==> config.mk <==
export PLATFORM = sky130hd
export DESIGN_NAME = block_buffer_cache_manager_top
export DESIGN_NICKNAME = d
export VERILOG_FILES = /design/src/bbc_pkg.sv /design/src/block_buffer_cache_manager_top.sv /design/src/bbc_front.sv /design/src/bbc_back.sv
export SDC_FILE = /design/constraint.sdc
export NUM_CORES = 1
export LEC_CHECK = 0
export CORE_MARGIN = 1
export CORE_UTILIZATION = 45
export DETAILED_ROUTE_END_ITERATION = 16
export DONT_BUFFER_PORTS = 1
export GPL_TIMING_DRIVEN = 0
export SYNTH_ARGS = -nofsm -noshare
export SYNTH_HDL_FRONTEND = slang
export SYNTH_HIERARCHICAL = 1
export SYNTH_SLANG_ARGS = --single-unit
export TNS_END_PERCENT = 20
==> constraint.sdc <==
create_clock -name clk -period 8.7 [get_ports clk]
set_input_delay 1.74 -clock clk [delete_from_list [all_inputs] [get_ports clk]]
set_output_delay 1.74 -clock clk [all_outputs]
set_load 0.02 [all_outputs]
==> src/bbc_pkg.sv <==
package bbc_pkg;

  // Geometry of the cache
  localparam int SLOTS      = 4;
  localparam int BLOCK_BITS = 24;
  localparam int TAG_W      = (BLOCK_BITS < 24) ? BLOCK_BITS : 24;
  localparam int SLOT_IW    = $clog2(SLOTS);

  // Command queue between front and back
  localparam int QDEPTH = 2;
  localparam int QPTR_W = $clog2(QDEPTH);
  localparam int QCNT_W = $clog2(QDEPTH + 1);

  // Operation codes on the request channel
  localparam logic [2:0] OP_GET    = 3'd0;
  localparam logic [2:0] OP_ASSIGN = 3'd1;
  localparam logic [2:0] OP_UPDATE = 3'd2;
  localparam logic [2:0] OP_SAVE   = 3'd3;
  localparam logic [2:0] OP_EMPTY  = 3'd4;
  localparam logic [2:0] OP_FLUSH  = 3'd5;

  typedef enum logic [2:0] {
    ACT_WRITE = 3'd0,
    ACT_READ  = 3'd1,
    ACT_FILL  = 3'd2,
    ACT_DONE  = 3'd3,
    ACT_NOBUF = 3'd4
  } action_t;

  typedef enum logic [2:0] {
    CMD_GET,
    CMD_ASSIGN,
    CMD_UPDATE,
    CMD_SAVE,
    CMD_EMPTY,
    CMD_FLUSH,
    CMD_NOP
  } cmd_kind_t;

  typedef struct packed {
    logic [2:0]  operation;
    logic [23:0] blk_num;
  } req_t;

  typedef struct packed {
    action_t     action;
    logic [1:0]  slot;
    logic [23:0] block_tag;
    logic [24:0] sector;
    logic        hit;
    logic        last;
  } rsp_t;

  typedef struct packed {
    cmd_kind_t        kind;
    logic [TAG_W-1:0] tag;
  } cmd_t;

  typedef struct packed {
    logic             busy;
    logic [SLOTS-1:0] current;
  } back_status_t;

  // Lowest set bit: {found, index}
  function automatic logic [SLOT_IW:0] first_set(input logic [SLOTS-1:0] v);
    logic [SLOT_IW:0] r;
    r = '0;
    for (int i = SLOTS - 1; i >= 0; i--) begin
      if (v[i]) begin
        r = {1'b1, SLOT_IW'(i)};
      end
    end
    return r;
  endfunction

  function automatic logic [SLOTS-1:0] one_hot(input logic [SLOT_IW-1:0] idx);
    return {{(SLOTS-1){1'b0}}, 1'b1} << idx;
  endfunction

  // Build one result item; slot keeps the low two index bits
  function automatic rsp_t make_rsp(input action_t act, input logic [SLOT_IW-1:0] idx,
                                    input logic [TAG_W-1:0] tag, input logic hit,
                                    input logic last);
    rsp_t                 r;
    logic [SLOT_IW+1:0]   idx_ext;
    logic [TAG_W+23:0]    tag_ext;
    idx_ext     = {2'b00, idx};
    tag_ext     = {24'd0, tag};
    r.action    = act;
    r.slot      = idx_ext[1:0];
    r.block_tag = tag_ext[23:0];
    r.sector    = {tag_ext[23:0], 1'b0};
    r.hit       = hit;
    r.last      = last;
    return r;
  endfunction

endpackage

==> src/block_buffer_cache_manager_top.sv <==
// Channel   Direction  Handshake              Payload
// req       in         req_valid / req_ready  bbc_pkg::req_t (operation, blk_num)
// rsp       out        rsp_valid / rsp_ready  bbc_pkg::rsp_t (action .. last)
//
// A hit, update, empty or unused code passes through queue pop, then execute;
// a miss adds load and finish; a dirty victim's write-back goes out in execute;
// save and flush scan one slot a cycle unless a dirty one waits on rsp_ready.
// The back-end sequencer handles one operation at a time.
// Reset clears valid, dirty and current marks, the command queue and the output register.
// A two-entry command queue lets requests be taken while the back end stalls on rsp_ready.
module block_buffer_cache_manager_top (
  input  logic          clk,
  input  logic          rst,
  input  logic          req_valid,
  output logic          req_ready,
  input  bbc_pkg::req_t req,
  output logic          rsp_valid,
  input  logic          rsp_ready,
  output bbc_pkg::rsp_t rsp
);
  import bbc_pkg::*;

  logic         cmd_valid;
  logic         cmd_ready;
  cmd_t         cmd;
  back_status_t status;

  bbc_front u_front (
    .clk       (clk),
    .rst       (rst),
    .req_valid (req_valid),
    .req_ready (req_ready),
    .req       (req),
    .cmd_valid (cmd_valid),
    .cmd_ready (cmd_ready),
    .cmd       (cmd)
  );

  bbc_back u_back (
    .clk       (clk),
    .rst       (rst),
    .cmd_valid (cmd_valid),
    .cmd_ready (cmd_ready),
    .cmd_in    (cmd),
    .rsp_valid (rsp_valid),
    .rsp_ready (rsp_ready),
    .rsp       (rsp),
    .status    (status)
  );

  // At most one slot is current
  a_current_exclusive: assert property (@(posedge clk) disable iff (rst)
    $onehot0(status.current))
    else $error("more than one current slot");

  // With current exclusive a victim always exists
  a_no_nobuf: assert property (@(posedge clk) disable iff (rst)
    !(rsp_valid && rsp.action == ACT_NOBUF))
    else $error("no buffer result issued");

  // A transfer that is not the last leaves the back end mid operation
  a_not_last_busy: assert property (@(posedge clk) disable iff (rst)
    (rsp_valid && rsp_ready && !rsp.last) |=> (status.busy || (rsp_valid && rsp.last)))
    else $error("operation ended without a last result");

  // Output register empties on reset
  a_reset_idle: assert property (@(posedge clk) rst |=> !rsp_valid)
    else $error("result valid after reset");

endmodule

==> src/bbc_front.sv <==
module bbc_front (
  input  logic           clk,
  input  logic           rst,
  input  logic           req_valid,
  output logic           req_ready,
  input  bbc_pkg::req_t  req,
  output logic           cmd_valid,
  input  logic           cmd_ready,
  output bbc_pkg::cmd_t  cmd
);
  import bbc_pkg::*;

  cmd_t              q [QDEPTH];
  logic [QPTR_W-1:0] wr_ptr;
  logic [QPTR_W-1:0] rd_ptr;
  logic [QCNT_W-1:0] count;
  cmd_t              decoded;
  logic              push;
  logic              pop;

  // Classify the operation
  always_comb begin
    decoded.tag = req.blk_num[TAG_W-1:0];
    case (req.operation)
      OP_GET:    decoded.kind = CMD_GET;
      OP_ASSIGN: decoded.kind = CMD_ASSIGN;
      OP_UPDATE: decoded.kind = CMD_UPDATE;
      OP_SAVE:   decoded.kind = CMD_SAVE;
      OP_EMPTY:  decoded.kind = CMD_EMPTY;
      OP_FLUSH:  decoded.kind = CMD_FLUSH;
      default:   decoded.kind = CMD_NOP;
    endcase
  end

  assign req_ready = (count != QCNT_W'(QDEPTH));
  assign cmd_valid = (count != '0);
  assign cmd       = q[rd_ptr];
  assign push      = req_valid && req_ready;
  assign pop       = cmd_valid && cmd_ready;

  // Queue pointers and fill level
  always_ff @(posedge clk) begin
    if (rst) begin
      wr_ptr <= '0;
      rd_ptr <= '0;
      count  <= '0;
    end else begin
      if (push) begin
        wr_ptr <= (wr_ptr == QPTR_W'(QDEPTH - 1)) ? '0 : wr_ptr + 1'b1;
      end
      if (pop) begin
        rd_ptr <= (rd_ptr == QPTR_W'(QDEPTH - 1)) ? '0 : rd_ptr + 1'b1;
      end
      if (push && !pop) begin
        count <= count + 1'b1;
      end else if (pop && !push) begin
        count <= count - 1'b1;
      end
    end
  end

  // Queue storage
  always_ff @(posedge clk) begin
    if (push) begin
      q[wr_ptr] <= decoded;
    end
  end

endmodule

==> src/bbc_back.sv <==
module bbc_back (
  input  logic                  clk,
  input  logic                  rst,
  input  logic                  cmd_valid,
  output logic                  cmd_ready,
  input  bbc_pkg::cmd_t         cmd_in,
  output logic                  rsp_valid,
  input  logic                  rsp_ready,
  output bbc_pkg::rsp_t         rsp,
  output bbc_pkg::back_status_t status
);
  import bbc_pkg::*;

  typedef enum logic [5:0] {
    S_IDLE  = 6'b000001,
    S_EXEC  = 6'b000010,
    S_LOAD  = 6'b000100,
    S_FIN   = 6'b001000,
    S_SAVE  = 6'b010000,
    S_SDONE = 6'b100000
  } state_t;

  state_t             state, state_next;
  cmd_t               cmd, cmd_next;
  logic [SLOT_IW-1:0] victim, victim_next;
  logic [SLOT_IW-1:0] scan, scan_next;
  logic [SLOTS-1:0]   valid, valid_next;
  logic [SLOTS-1:0]   dirty, dirty_next;
  logic [SLOTS-1:0]   current, current_next;
  logic [TAG_W-1:0]   tags [SLOTS];
  logic [TAG_W-1:0]   tag_wdata;
  logic               tag_we;
  logic [SLOTS-1:0]   hit_vec;
  logic [SLOT_IW:0]   hit_enc, inv_enc, nc_enc, cur_enc;
  logic               out_free;
  logic               emit;
  rsp_t               res;
  logic               rsp_valid_next;

  // Tag match and slot searches
  always_comb begin
    for (int i = 0; i < SLOTS; i++) begin
      hit_vec[i] = valid[i] && (tags[i] == cmd.tag);
    end
  end

  assign hit_enc  = first_set(hit_vec);
  assign inv_enc  = first_set(~valid);
  assign nc_enc   = first_set(~current);
  assign cur_enc  = first_set(current);
  assign out_free = !rsp_valid || rsp_ready;
  assign cmd_ready = (state == S_IDLE);
  assign status    = {(state != S_IDLE), current};

  // Sequencer
  always_comb begin
    state_next   = state;
    cmd_next     = cmd;
    victim_next  = victim;
    scan_next    = scan;
    valid_next   = valid;
    dirty_next   = dirty;
    current_next = current;
    tag_we       = 1'b0;
    tag_wdata    = cmd.tag;
    emit         = 1'b0;
    res          = make_rsp(ACT_DONE, '0, '0, 1'b0, 1'b1);
    case (state)
      S_IDLE: begin
        if (cmd_valid) begin
          cmd_next   = cmd_in;
          state_next = S_EXEC;
        end
      end
      S_EXEC: begin
        if (out_free) begin
          state_next = S_IDLE;
          case (cmd.kind)
            CMD_GET, CMD_ASSIGN: begin
              if (hit_enc[SLOT_IW]) begin
                current_next = one_hot(hit_enc[SLOT_IW-1:0]);
                emit         = 1'b1;
                res = make_rsp(ACT_DONE, hit_enc[SLOT_IW-1:0], cmd.tag, 1'b1, 1'b1);
              end else if (inv_enc[SLOT_IW] || nc_enc[SLOT_IW]) begin
                victim_next = inv_enc[SLOT_IW] ? inv_enc[SLOT_IW-1:0]
                                               : nc_enc[SLOT_IW-1:0];
                state_next  = S_LOAD;
                if (valid[victim_next] && dirty[victim_next]) begin
                  emit = 1'b1;
                  res  = make_rsp(ACT_WRITE, victim_next, tags[victim_next], 1'b0, 1'b0);
                end
              end else begin
                emit = 1'b1;
                res  = make_rsp(ACT_NOBUF, '0, '0, 1'b0, 1'b1);
              end
            end
            CMD_UPDATE: begin
              emit = 1'b1;
              if (cur_enc[SLOT_IW]) begin
                dirty_next[cur_enc[SLOT_IW-1:0]] = 1'b1;
                res = make_rsp(ACT_DONE, cur_enc[SLOT_IW-1:0], tags[cur_enc[SLOT_IW-1:0]],
                               1'b0, 1'b1);
              end
            end
            CMD_SAVE, CMD_FLUSH: begin
              scan_next  = '0;
              state_next = S_SAVE;
            end
            CMD_EMPTY: begin
              valid_next   = '0;
              dirty_next   = '0;
              current_next = '0;
              emit         = 1'b1;
            end
            default: begin
              emit = 1'b1;
            end
          endcase
        end
      end
      S_LOAD: begin
        if (out_free) begin
          emit                 = 1'b1;
          res = make_rsp((cmd.kind == CMD_GET) ? ACT_READ : ACT_FILL, victim, cmd.tag,
                         1'b0, 1'b0);
          valid_next[victim]   = 1'b1;
          dirty_next[victim]   = 1'b0;
          current_next         = one_hot(victim);
          tag_we               = 1'b1;
          state_next           = S_FIN;
        end
      end
      S_FIN: begin
        if (out_free) begin
          emit       = 1'b1;
          res        = make_rsp(ACT_DONE, victim, cmd.tag, 1'b0, 1'b1);
          state_next = S_IDLE;
        end
      end
      S_SAVE: begin
        // one slot per cycle; a dirty one waits for the output register
        if (!(valid[scan] && dirty[scan]) || out_free) begin
          if (valid[scan] && dirty[scan]) begin
            emit = 1'b1;
            res  = make_rsp(ACT_WRITE, scan, tags[scan], 1'b0, 1'b0);
          end
          dirty_next[scan] = 1'b0;
          if (scan == SLOT_IW'(SLOTS - 1)) begin
            state_next = S_SDONE;
          end else begin
            scan_next = scan + 1'b1;
          end
        end
      end
      S_SDONE: begin
        if (out_free) begin
          emit       = 1'b1;
          state_next = S_IDLE;
          if (cmd.kind == CMD_FLUSH) begin
            valid_next   = '0;
            dirty_next   = '0;
            current_next = '0;
          end
        end
      end
      default: begin
        state_next = S_IDLE;
      end
    endcase
  end

  assign rsp_valid_next = emit ? 1'b1 : (rsp_ready ? 1'b0 : rsp_valid);

  // Control and slot flags
  always_ff @(posedge clk) begin
    if (rst) begin
      state     <= S_IDLE;
      valid     <= '0;
      dirty     <= '0;
      current   <= '0;
      rsp_valid <= 1'b0;
    end else begin
      state     <= state_next;
      valid     <= valid_next;
      dirty     <= dirty_next;
      current   <= current_next;
      rsp_valid <= rsp_valid_next;
    end
  end

  // Payload registers
  always_ff @(posedge clk) begin
    cmd    <= cmd_next;
    victim <= victim_next;
    scan   <= scan_next;
    if (tag_we) begin
      tags[victim] <= tag_wdata;
    end
    if (emit) begin
      rsp <= res;
    end
  end

endmodule
==> results of run 1 <==
==> sequential cells by signal (all words and copies together), names as in the netlist, 3 cells and up, named ones only <==
| signal | count |
|---|---|
| u_back/cmd | 3 |
| u_back/current | 4 |
| u_back/dirty | 4 |
| u_back/rsp | 31 |
| u_back/state | 6 |
| u_back/tag_wdata | 24 |
| u_back/tags | 96 |
| u_back/valid | 4 |
| u_front/q | 54 |
==> power breakdown <==
group          switching [W]  internal (W)  total, W
logic               0.000483      0.000310  0.000794
registers           0.000127       0.00146   0.00158
clock network       0.000455      0.000635   0.00109
==> layout make-up <==
class                           instances  area, sq um
Sequential cell                       238         6890
Timing Repair Buffer                    3         42.5
Tap cell                              341          427
Multi-Input combinational cell        567         4810
Clock inverter                         13          131
Buffer                                 96          548
Fill cell                            2365        13300
Inverter                               10         37.5
Clock buffer                           33          708
==> metrics by stage <==
stage               instances  area (sq um)  utilization [%]  hold slack, ns
finish                   1301         13600             50.6           0.503
global route             1301         13600             50.6           0.549
floorplan                 911         12300                -           0.464
detailed placement       1255         12700             47.4           0.489
global placement         1252         12700             47.2           0.484
CTS                      1301         13600             50.6           0.508
==> layer usage <==
metal  routed length, um  part of all wire, %
met1               14000                   43
met2               14600                   45
met3                3080                  9.5
met4                 822                  2.5
met5                   0                    0
==> placed cells by master (no fill, tap or decap), types with 30 or more instances in the layout <==
cell      synthesis  final
edfxtp_1        212    212
xnor2_1          72     72
nand2_1          61     60
mux4_2           49     49
o21ai_0          43     43
nor2_1           40     39
clkbuf_1         30     35
buf_4            31     31
xor2_1           30     30
==> cell families after synthesis <==
logic type	count (synthesis)	synth area share, %
AOI/OAI and AO/OA	175	10.6
xor gates and xnor gates	102	7.28
adders and majority gates	5	0.510
buffers and inverters	106	4.77
DFF	238	56.2
muxes	78	11.6
other	1	0.0306
and+or+nand+nor	206	9.02
==> synth_stat cells, types with 5 or more instances <==
library cell / number / area share [%]
edfxtp_1: 212 / 52
xnor2_1: 72 / 5.1
nand2_1: 61 / 1.9
mux4_2: 49 / 9.0
o21ai_0: 43 / 1.8
nor2_1: 40 / 1.2
buf_4: 31 / 1.9
clkbuf_1: 30 / 0.92
xor2_1: 30 / 2.1
buf_2: 27 / 1.1
mux2_2: 27 / 2.5
dfxtp_1: 26 / 4.2
o221ai_1: 24 / 1.7
o22a_1: 23 / 1.6
a21oi_1: 22 / 0.90
a221o_1: 22 / 1.8
nand4_1: 21 / 1.1
nor3_1: 12 / 0.49
inv_1: 10 / 0.31
nand3_1: 10 / 0.41
nor4_1: 9 / 0.46
nor2b_1: 8 / 0.41
and3_1: 6 / 0.31
or2_2: 6 / 0.31
a21o_1: 5 / 0.31
and2_1: 5 / 0.26
buf_6: 5 / 0.46
ha_1: 5 / 0.51
==> worst max-delay path: stages, from the launching register on <==
cell and delay [ns]:
edfxtp_1 0.43, buf_2 0.20, xnor2_1 0.34, nand4_1 0.28, or4_1 0.61, nor2_1 0.32
nor4_4 0.11, nand2_4 0.12, o21bai_1 0.11, nand2_2 0.59
==> worst max-delay path by stage <==
stage                                    from                  to  slack, ns  cells past startpoint
after floorplan                     rsp_ready   u_back/tags[0][0]       4.49                      3
after global placement              rsp_ready  u_back/tags[0][13]       2.43                      3
after detailed placement            rsp_ready      u_back/rsp[28]       4.36                      6
after CTS                 u_back/tag_wdata[2]      u_back/rsp[35]       4.76                      9
after global routing      u_back/tag_wdata[2]      u_back/rsp[45]       5.04                      9
final                     u_back/tag_wdata[2]      u_back/rsp[35]       5.16                      9
==> impl_results.md, run 1 <==
* GR Util met3 at 4.80%
* IO buf count at 0
* Maxcap violations at 0
* Dpl ws at 4.36 ns
* FFs w/ async S/R, synth at 0%
* Crit path DAT at 3.69 ns
* Relative slew margins at 15.2%
* Mapped Nets at 947
* Wire per inst at 25.0 um
* Post-synth EDFFs at 212
* Critical R2R Launch: u_back/tag_wdata[2]
* Max VDD drop at 0.157 mV
* CTS buffer count at 26
* Hold Path Sink: u_front/rd_ptr
* Worst clock skew at 0.0274 ns
* Area delta synth->final at 10.8%
* Clk buf depth at 3
* Worst-path clk slew at 0.06 ns
* R2R cell count at 9
* Outcome: finished clean
* #FFs+latches synth at 238
* Setup crit start kind: register
* Initial Util at 45.6%
* Number of global-route vias before repair at 7,930
* Hold Fails Final Rpt at 0
* Final RePlAce weighted congestion at 0.951
* Unrepaired setup endpoints after global routing: false
* Setup-failing EPs final at 0
* Antenna viol nets, final at 0
* Post-route minimum period at 3.54 ns
* Syn Area/Cell at 13.5 sq um
* Die height at 167 um
* Total power draw at 0.00347 W
* Initial antenna violation count at 0
* Hold Path Depth at 2
* Gate Count Post-Synth at 911
* Pre-antenna DRT Iters at 5
* Vias per Instance at 6.19
* Die width at 167 um
* Setup Buffers After CTS at 0
* Dominant synthesized flop cell: edfxtp_1
* Initial DRC count at 814
* Synth warn at 6
* Global route hottest layer: met2
* Final Max Slew Viols at 0
* Worst Path Class, Setup: register to register
* PostCTS Resize Cnt at 0
* Global-route usage over all layers at 23.8%
* Leak at 4.29 nW
* First-pass GRT wire length at 49,800 um
* CTS tree: built
* Clk Latency, worst-skew pair at 0.55 ns
* Mapped Area at 0.0123 sq mm
* Worst-Margin Slew at 1.27 ns
* # IOs at 89
* Post-CTS Hold Fix Bufs at 0
* Reg2reg end: u_back/rsp[35]
* Worst Min Path Start: u_front/rd_ptr
* Max frequency at 283 MHz
* Final cycle utilization of the critical path at 40.7%
* Share of cells above drive strength 1 at 21.9%
* Antenna Diode Count at 0
* CP Data Required Time at 8.85 ns
* PD cells at 255 mW/mm^2
* Met1 usage at 34.0%
* Congestion Overflow GR at 0
* Hpwl dp at 22,800 um
* Root Driver: clkbuf_16
* DRC viols at 0
* Slack of the critical path at 5.16 ns
* Sequential cell area fraction in the yosys report at 56.2%
* Highest net fanout along the worst path at 31
* GR Layer Usage met2 at 36.6%
* Hold Crit Class: register to register
* Total Wirelength at 32,500 um
* Die area at 0.0279 sq mm
* Core Box Area at 0.0269 sq mm
* Flop-to-flop setup slack at 5.16 ns
* Post-synth cell types at 69
* Final setup TNS at 0 ns
* Largest net degree at the start of global routing at 32
* Crit end category: register
* CTS sink cnt at 238
* Num rows at 60
* Final-stage net count at 978
* H-tree depth at 1
* Vias at 8,051
Power figures use the tool's default switching activity.
==> run 2: changes to the inputs <==
--- a/config.mk
+++ b/config.mk
@@ -5,6 +5,7 @@
 export SDC_FILE = /design/constraint.sdc
 export NUM_CORES = 1
 export LEC_CHECK = 0
+export ABC_AREA = 1
 export CORE_MARGIN = 1
 export CORE_UTILIZATION = 45
 export DETAILED_ROUTE_END_ITERATION = 16
==> constraint.sdc (replaced) <==
create_clock -name clk -period 3.4 [get_ports clk]
set_input_delay 0.68 -clock clk [delete_from_list [all_inputs] [get_ports clk]]
set_output_delay 0.68 -clock clk [all_outputs]
set_load 0.02 [all_outputs]
==> run 2 against run 1 <==
  * Clock skew shrank 0.0053 ns
  * Via count grew 73%
  * Setup slack lost 5.1 ns
  * Critical path depth grew 4
  * Final cell count grew 76%
  * Area after synthesis grew 19%
  * Flip-flop and latch count is the same
  * Clock power grew to 2.8 times the previous value
  * Total power grew to 3.4 times the previous value
  * Die area grew 19%
  * Global-route usage grew 12 points
  * Critical path type unchanged
  * Critical endpoint is now u_back/rsp[49]
  * Largest power group unchanged
==> impl_results.md, run 2 <==
* Outcome: finished clean
* CP Data Required Time at 3.62 ns
* Total power draw at 0.0117 W
* Synth Area in Adders at 0.429%
* DRC viols at 0
* Critical path origin: u_back/tag_wdata[3]
* Family with the most delay on the worst path: simple AND/OR/NAND/NOR gates
* Initial antenna violation count at 1
* Critical R2R Launch: u_back/tag_wdata[3]
* R2R cell count at 13
* Final cycle utilization of the critical path at 99.4%
* Root Driver: clkbuf_16
* Post-synth cell types at 50
* Num rows at 65
* Share of cells above drive strength 1 at 8.95%
* Worst clock skew at 0.0221 ns
* Syn Area/Cell at 7.99 sq um
* Clk buf depth at 3
* #FFs+latches synth at 238
* Placed cells at 2,232
* Congestion Overflow GR at 0
* Setup crit start kind: register
* Critical-path top delay cell: edfxtp_1
* Most frequent cell after synthesis: nand2_1
* Die width at 182 um
* Setup-failing EPs final at 0
* CTS sink cnt at 238
* Clk Latency, worst-skew pair at 0.58 ns
* Crit path cell chain: inv_1 > nand2_1 > nand2_1 > nor2_1 > nand2_1 > nor2_1 > nand4_1 > nand3_1 > nor2_4 > buf_2 > nand2_1 > nand3_1 > nand4_1
* Footprint of the multi-input gates at 0.00642 sq mm
* Commonest non-fill, non-tap cells in the layout: nand2_1 (526), edfxtp_1 (212), inv_1 (202), nor2_1 (171), o21ai_0 (113)
* Hold Fails Final Rpt at 0
* Vias at 14,000
* Post-Synth Simple-Gate Area at 26.7%
* Crit path to: u_back/rsp[49]
* Final Max Slew Viols at 0
* CTS buffer count at 28
* PD cells at 720 mW/mm^2
* Final setup TNS at 0 ns
* Hold Crit Class: primary input to register
* Total Wirelength at 59,400 um
* Global-route usage over all layers at 35.7%
* # fillers at 3,009
* Initial DRC count at 1,885
* First-pass GRT wire length at 85,200 um
* Wire per inst at 25.9 um
* Maxcap violations at 0
* FF/Latch Area at 0.00689 sq mm
* Flop-to-flop setup slack at 0.02 ns
* Leak at 6.86 nW
* Antenna viol nets, final at 0
* Most used cell, CP: nand2_1
* Crit end category: register
* WP buf/inv at 2
* Relative slew margins at 35.8%
* Gate Count Post-Synth at 1,823
* Worst-Margin Slew at 0.959 ns
* Die area at 0.0331 sq mm
* Max frequency at 296 MHz
* Mapped Nets at 1,859
* Crit path DAT at 3.60 ns
* Dominant cell type by area after synthesis: edfxtp_1
* IO buf count at 0
* Number of global-route vias before repair at 12,700
* Area delta synth->final at 11.6%
* Post-synthesis mux area share at 2.60%
* # IOs at 89
* Final RePlAce weighted congestion at 1.03
* Xor/xnor share of the synthesized area at 0.962%
* Post-route minimum period at 3.38 ns
* Reg2reg end: u_back/rsp[49]
* Max incr delay on CP at 0.58 ns
* Max VDD drop at 0.616 mV
* Largest family of logic cells by synthesized area: simple AND/OR/NAND/NOR gates
* Main area contributors after synthesis: edfxtp_1 (44%), nand2_1 (14%), inv_1 (5.3%), nor2_1 (4.6%), o21ai_0 (3.9%)
* Largest registers: u_back/tags x96, u_front/q x54, u_back/rsp x31
* Largest net degree at the start of global routing at 32
* Final-stage net count at 1,903
* CTS tree: built
* Worst-path clk slew at 0.06 ns
* Unrepaired setup endpoints after global routing: true
* Worst Path Class, Setup: register to register
* Worst Min Path Start: rst
* Sequential cell area fraction in the yosys report at 47.3%
* FFs w/ async S/R, synth at 0%
* Pre-antenna DRT Iters at 6
* Largest Register: u_back/tags
* H-tree depth at 1
* Post-synth top cells: nand2_1 (527), edfxtp_1 (212), inv_1 (205)
* Levels on crit path at 13
* Dominant synthesized flop cell: edfxtp_1
* Compound-Gate Fraction of Synth Area at 12.9%
* Vias per Instance at 6.09
* Post-synth EDFFs at 212
* Non-filler cells, final at 2,291
* Die height at 182 um
* Synth warn at 6
* Core Box Area at 0.0317 sq mm
* Highest net fanout along the worst path at 10
* Synth top area share at 43.7%
* Most common cell after layout, fill and taps aside: nand2_1
* Hpwl dp at 47,100 um
* Largest register FFs at 96
* Mapped Area at 0.0146 sq mm
* Initial Util at 45.9%
-- run 2: cell count changes in the layout (fill, tap and decap cells not counted), sizes merged, moves of 71 or more --
cell and change:
o21ai +71, inv +195, nand3 +100, nor2 +142, nand2 +468
-- run 2: report_power, final --
| part | switching [W] | leakage, nW | internal (W) |
|---|---|---|---|
| Combinational | 0.00303 | 4.25 | 0.00109 |
| Clock | 0.00128 | 0.441 | 0.00173 |
| Sequential | 0.000675 | 2.16 | 0.00390 |
-- run 2: cell families after synthesis --
logic type | after synthesis
mux | 27
other cells | 1
buf+inv | 304
fa+ha+maj | 5
compound gates | 310
xor+xnor | 16
simple gates | 922
flops | 238
-- run 2: worst min path at each step --
stage	to	slack, ns	cells past startpoint
global placement	u_back/state[5]	0.47	2
floorplan	u_back/state[5]	0.46	2
detailed placement	u_back/state[5]	0.48	2
CTS	u_back/state[2]	0.15	1
global route	u_back/state[1]	0.16	1
finish	u_back/state[2]	0.18	1
-- run 2: through the flow --
step	utilization, %	hold slack (ns)	area (sq um)	setup WS [ns]
3_3_place_gp	47.5	0.473	15100	-0.659
3_5_place_dp	48.0	0.483	15200	-0.677
2_1_floorplan	-	0.458	14600	0.403
4_1_cts	51.0	0.152	16200	0.0239
5_1_grt	51.2	0.159	16300	-0.0144
6_report	51.2	0.176	16300	0.0203
-- run 2: final cells by class --
type	instances	area share, %
Sequential cell	238	42.4
Multi-Input combinational cell	1281	39.5
Clock buffer	33	4.82
Inverter	208	4.80
Buffer	96	3.40
Tap cell	402	3.09
Timing Repair Buffer	14	1.03
Clock inverter	18	0.947
Antenna cell	1	0.0154
-- run 2: timing repair --
item	in CTS	in global routing
gates resized for setup	7	5
hold buffers	0	0
setup buffers	0	7
endpoints found under the setup margin	49	53
gates cloned	0	0
pin swaps	1	2
hold endpoints to repair	0	0
-- run 2: routing by layer --
metal	up-vias	part of all wire (%)	global-route usage, %
met2	980	42	52.2
li1	6299	-	-
met4	2	3.5	11.7
met5	-	0.020	0
met3	122	13	9.11
met1	6550	42	51.2
==> run 3: changes to the inputs <==
--- a/config.mk
+++ b/config.mk
@@ -6,7 +6,7 @@
 export NUM_CORES = 1
 export LEC_CHECK = 0
 export ABC_AREA = 1
-export CORE_MARGIN = 1
+export CORE_MARGIN = 2
 export CORE_UTILIZATION = 45
 export DETAILED_ROUTE_END_ITERATION = 16
 export DONT_BUFFER_PORTS = 1
==> run 3 against run 2 <==
  * Largest cell class unchanged
  * Total power is 0.37% higher
  * Non-clock buffer count is 6 higher
  * Fmax is 1.5% lower
  * Combinational power is 2% higher
  * Global-route usage is 0.68 points lower
  * Clock skew is 0.0039 ns lower
  * Die area is 2.2% higher
  * Highest routed layer is now met4
  * Routed wire length is 0.36% lower
  * Core utilization is 0.059 points higher
  * Critical path depth is 3 lower
  * Largest power group unchanged
  * The run now ends with setup timing left
  * Clock power hardly changed
  * Sequential power is 0.9% lower
==> impl_results.md, run 3 (same netlist as run 2, synthesis figures left out) <==
* Crit path cell chain: nand2_1 > nor2_4 > inv_1 > nor4_1 > inv_1 > clkbuf_1 > nand3_1 > nand2_1 > nand3_1 > nand4_1
* Vias per Instance at 6.08
* Antenna viol nets, final at 0
* Clk buf depth at 3
* DRC viols at 0
* Post-route minimum period at 3.43 ns
* IO buf count at 0
* # IOs at 89
* Commonest non-fill, non-tap cells in the layout: nand2_1 (526), edfxtp_1 (212), inv_1 (202), nor2_1 (172), o21ai_0 (113)
* Worst-Margin Slew at 1.07 ns
* Setup crit start kind: register
* Hold Crit Class: primary input to register
* Final Cell Area at 0.0163 sq mm
* Family with the most delay on the worst path: simple AND/OR/NAND/NOR gates
* Internal Pwr Total at 0.00673 W
* P_sw at 0.00502 W
* Global-route usage over all layers at 35.0%
* Slack of the critical path at -0.0323 ns
* Largest Register: u_back/tags
* Die height at 184 um
* Critical-path top delay cell: nor4_1
* Vias at 13,900
* Worst Path Class, Setup: register to register
* Maxcap violations at 0
* PD cells at 722 mW/mm^2
* Final Max Slew Viols at 0
* Logic pwr share at 35.9%
* Largest net degree at the start of global routing at 25
* CTS sink cnt at 238
* H-tree depth at 1
* Setup-failing EPs final at 2
* Most common cell after layout, fill and taps aside: nand2_1
* Hpwl dp at 47,000 um
* Root Driver: clkbuf_16
* Largest registers: u_back/tags x96, u_front/q x54, u_back/rsp x31
* Relative slew margins at 28.5%
* Crit path DAT at 3.69 ns
* Leak at 6.88 nW
* Switching Fraction at 42.7%
* CTS buffer count at 28
* Worst hold slack at 0.163 ns
* Number of global-route vias before repair at 12,800
* Congestion Overflow GR at 0
* Outcome: finished with violations
* Hold Fails Final Rpt at 0
* Levels on crit path at 10
* Final-stage net count at 1,909
* CP Data Required Time at 3.65 ns
* Initial antenna violation count at 1
* Final RePlAce weighted congestion at 1.02
* Highest net fanout along the worst path at 10
* Worst clock skew at 0.0182 ns
* Crit end category: register
* R2R cell count at 10
* Clock power share at 25.5%
* Initial Util at 45.9%
* Num rows at 65
* Sequential power share at 38.6%
* WP buf/inv at 3
* Worst-path clk slew at 0.06 ns
* Core Box Area at 0.0317 sq mm
* First-pass GRT wire length at 85,000 um
* Failing checks: setup timing
* Final cycle utilization of the critical path at 101%
* Die area at 0.0338 sq mm
* Cell Area, Placed at 0.0152 sq mm
* Max VDD drop at 0.611 mV
* Wire per inst at 25.8 um
* Total power draw at 0.0117 W
* Pre-antenna DRT Iters at 7
* Die width at 184 um
* Antenna Diode Count at 0
* Hold Path Depth at 1
* Largest register FFs at 96
* CTS tree: built
* Area delta synth->final at 11.7%
* Initial DRC count at 2,135
* Share of cells above drive strength 1 at 9.24%
* Total Wirelength at 59,200 um
* Max frequency at 291 MHz
* Max incr delay on CP at 0.80 ns
* Clk Latency, worst-skew pair at 0.59 ns
run 3: cell types whose count changed in the layout (fill, tap and decap cells not counted), moves of 2 or more:
cell and delta:
clkinvlp_4 -4, buf_4 +6, a21oi_2 +2, clkbuf_16 -3
inv_6 +4, a21oi_1 -2, clkinv_4 +2, clkinv_1 -3
nor2_2 -2, clkbuf_1 +3
run 3: layer usage:
metal	track usage, %	vias up	wire [um]
met3	9.49	115	7370
met4	13.0	0	2340
met1	50.8	6603	25200
met2	49.6	930	24300
met5	0	-	0
li1	-	6301	-
run 3: final timing paths:
check                  startpoint              end  slack (ns)
setup / recovery  u_back/valid[2]   u_back/rsp[47]       -0.03
setup reg to reg  u_back/valid[2]   u_back/rsp[47]       -0.03
hold reg to reg   u_back/state[5]  u_back/state[5]        0.50
hold / removal                rst  u_back/state[1]        0.16
run 3: area by class of cell:
class / instances / area (sq um)
buffer: 96 / 553
clock buffer: 33 / 719
clock inverter: 18 / 195
fill: 3038 / 15400
inverter: 208 / 781
multi-input combinational: 1281 / 6410
sequential: 238 / 6890
tap: 402 / 503
timing repair buffer: 20 / 225
run 3: per-stage QoR:
stage	utilization [%]	worst slack (ns)	instances	TNS [ns]
after global routing	51.3	-0.0443	2296	-0.134
after detailed placement	48.0	-0.154	2232	-3.54
after CTS	50.9	0.00482	2283	0
after global placement	47.5	-0.599	2225	-77.92
after floorplan	-	0.403	1823	0
final	51.3	-0.0323	2296	-0.0451
run 3: timing repair:
| action | in CTS | in global routing |
|---|---|---|
| gates cloned | 0 | 0 |
| endpoints found under the hold margin | 0 | 0 |
| resized for setup | 3 | 7 |
| setup endpoints to repair | 32 | 43 |
| hold buffers | 0 | 0 |
| pin swaps | 1 | 1 |
| setup buffers | 0 | 13 |
run 3: power groups by stage:
stage	Sequential, W	Combinational (W)	Clock [W]
finish	0.00453	0.00422	0.00300
global route	0.00457	0.00450	0.00316
CTS	0.00460	0.00386	0.00305
detailed placement	0.00466	0.00384	0
global placement	0.00466	0.00377	0
floorplan	0.00435	0.00250	0
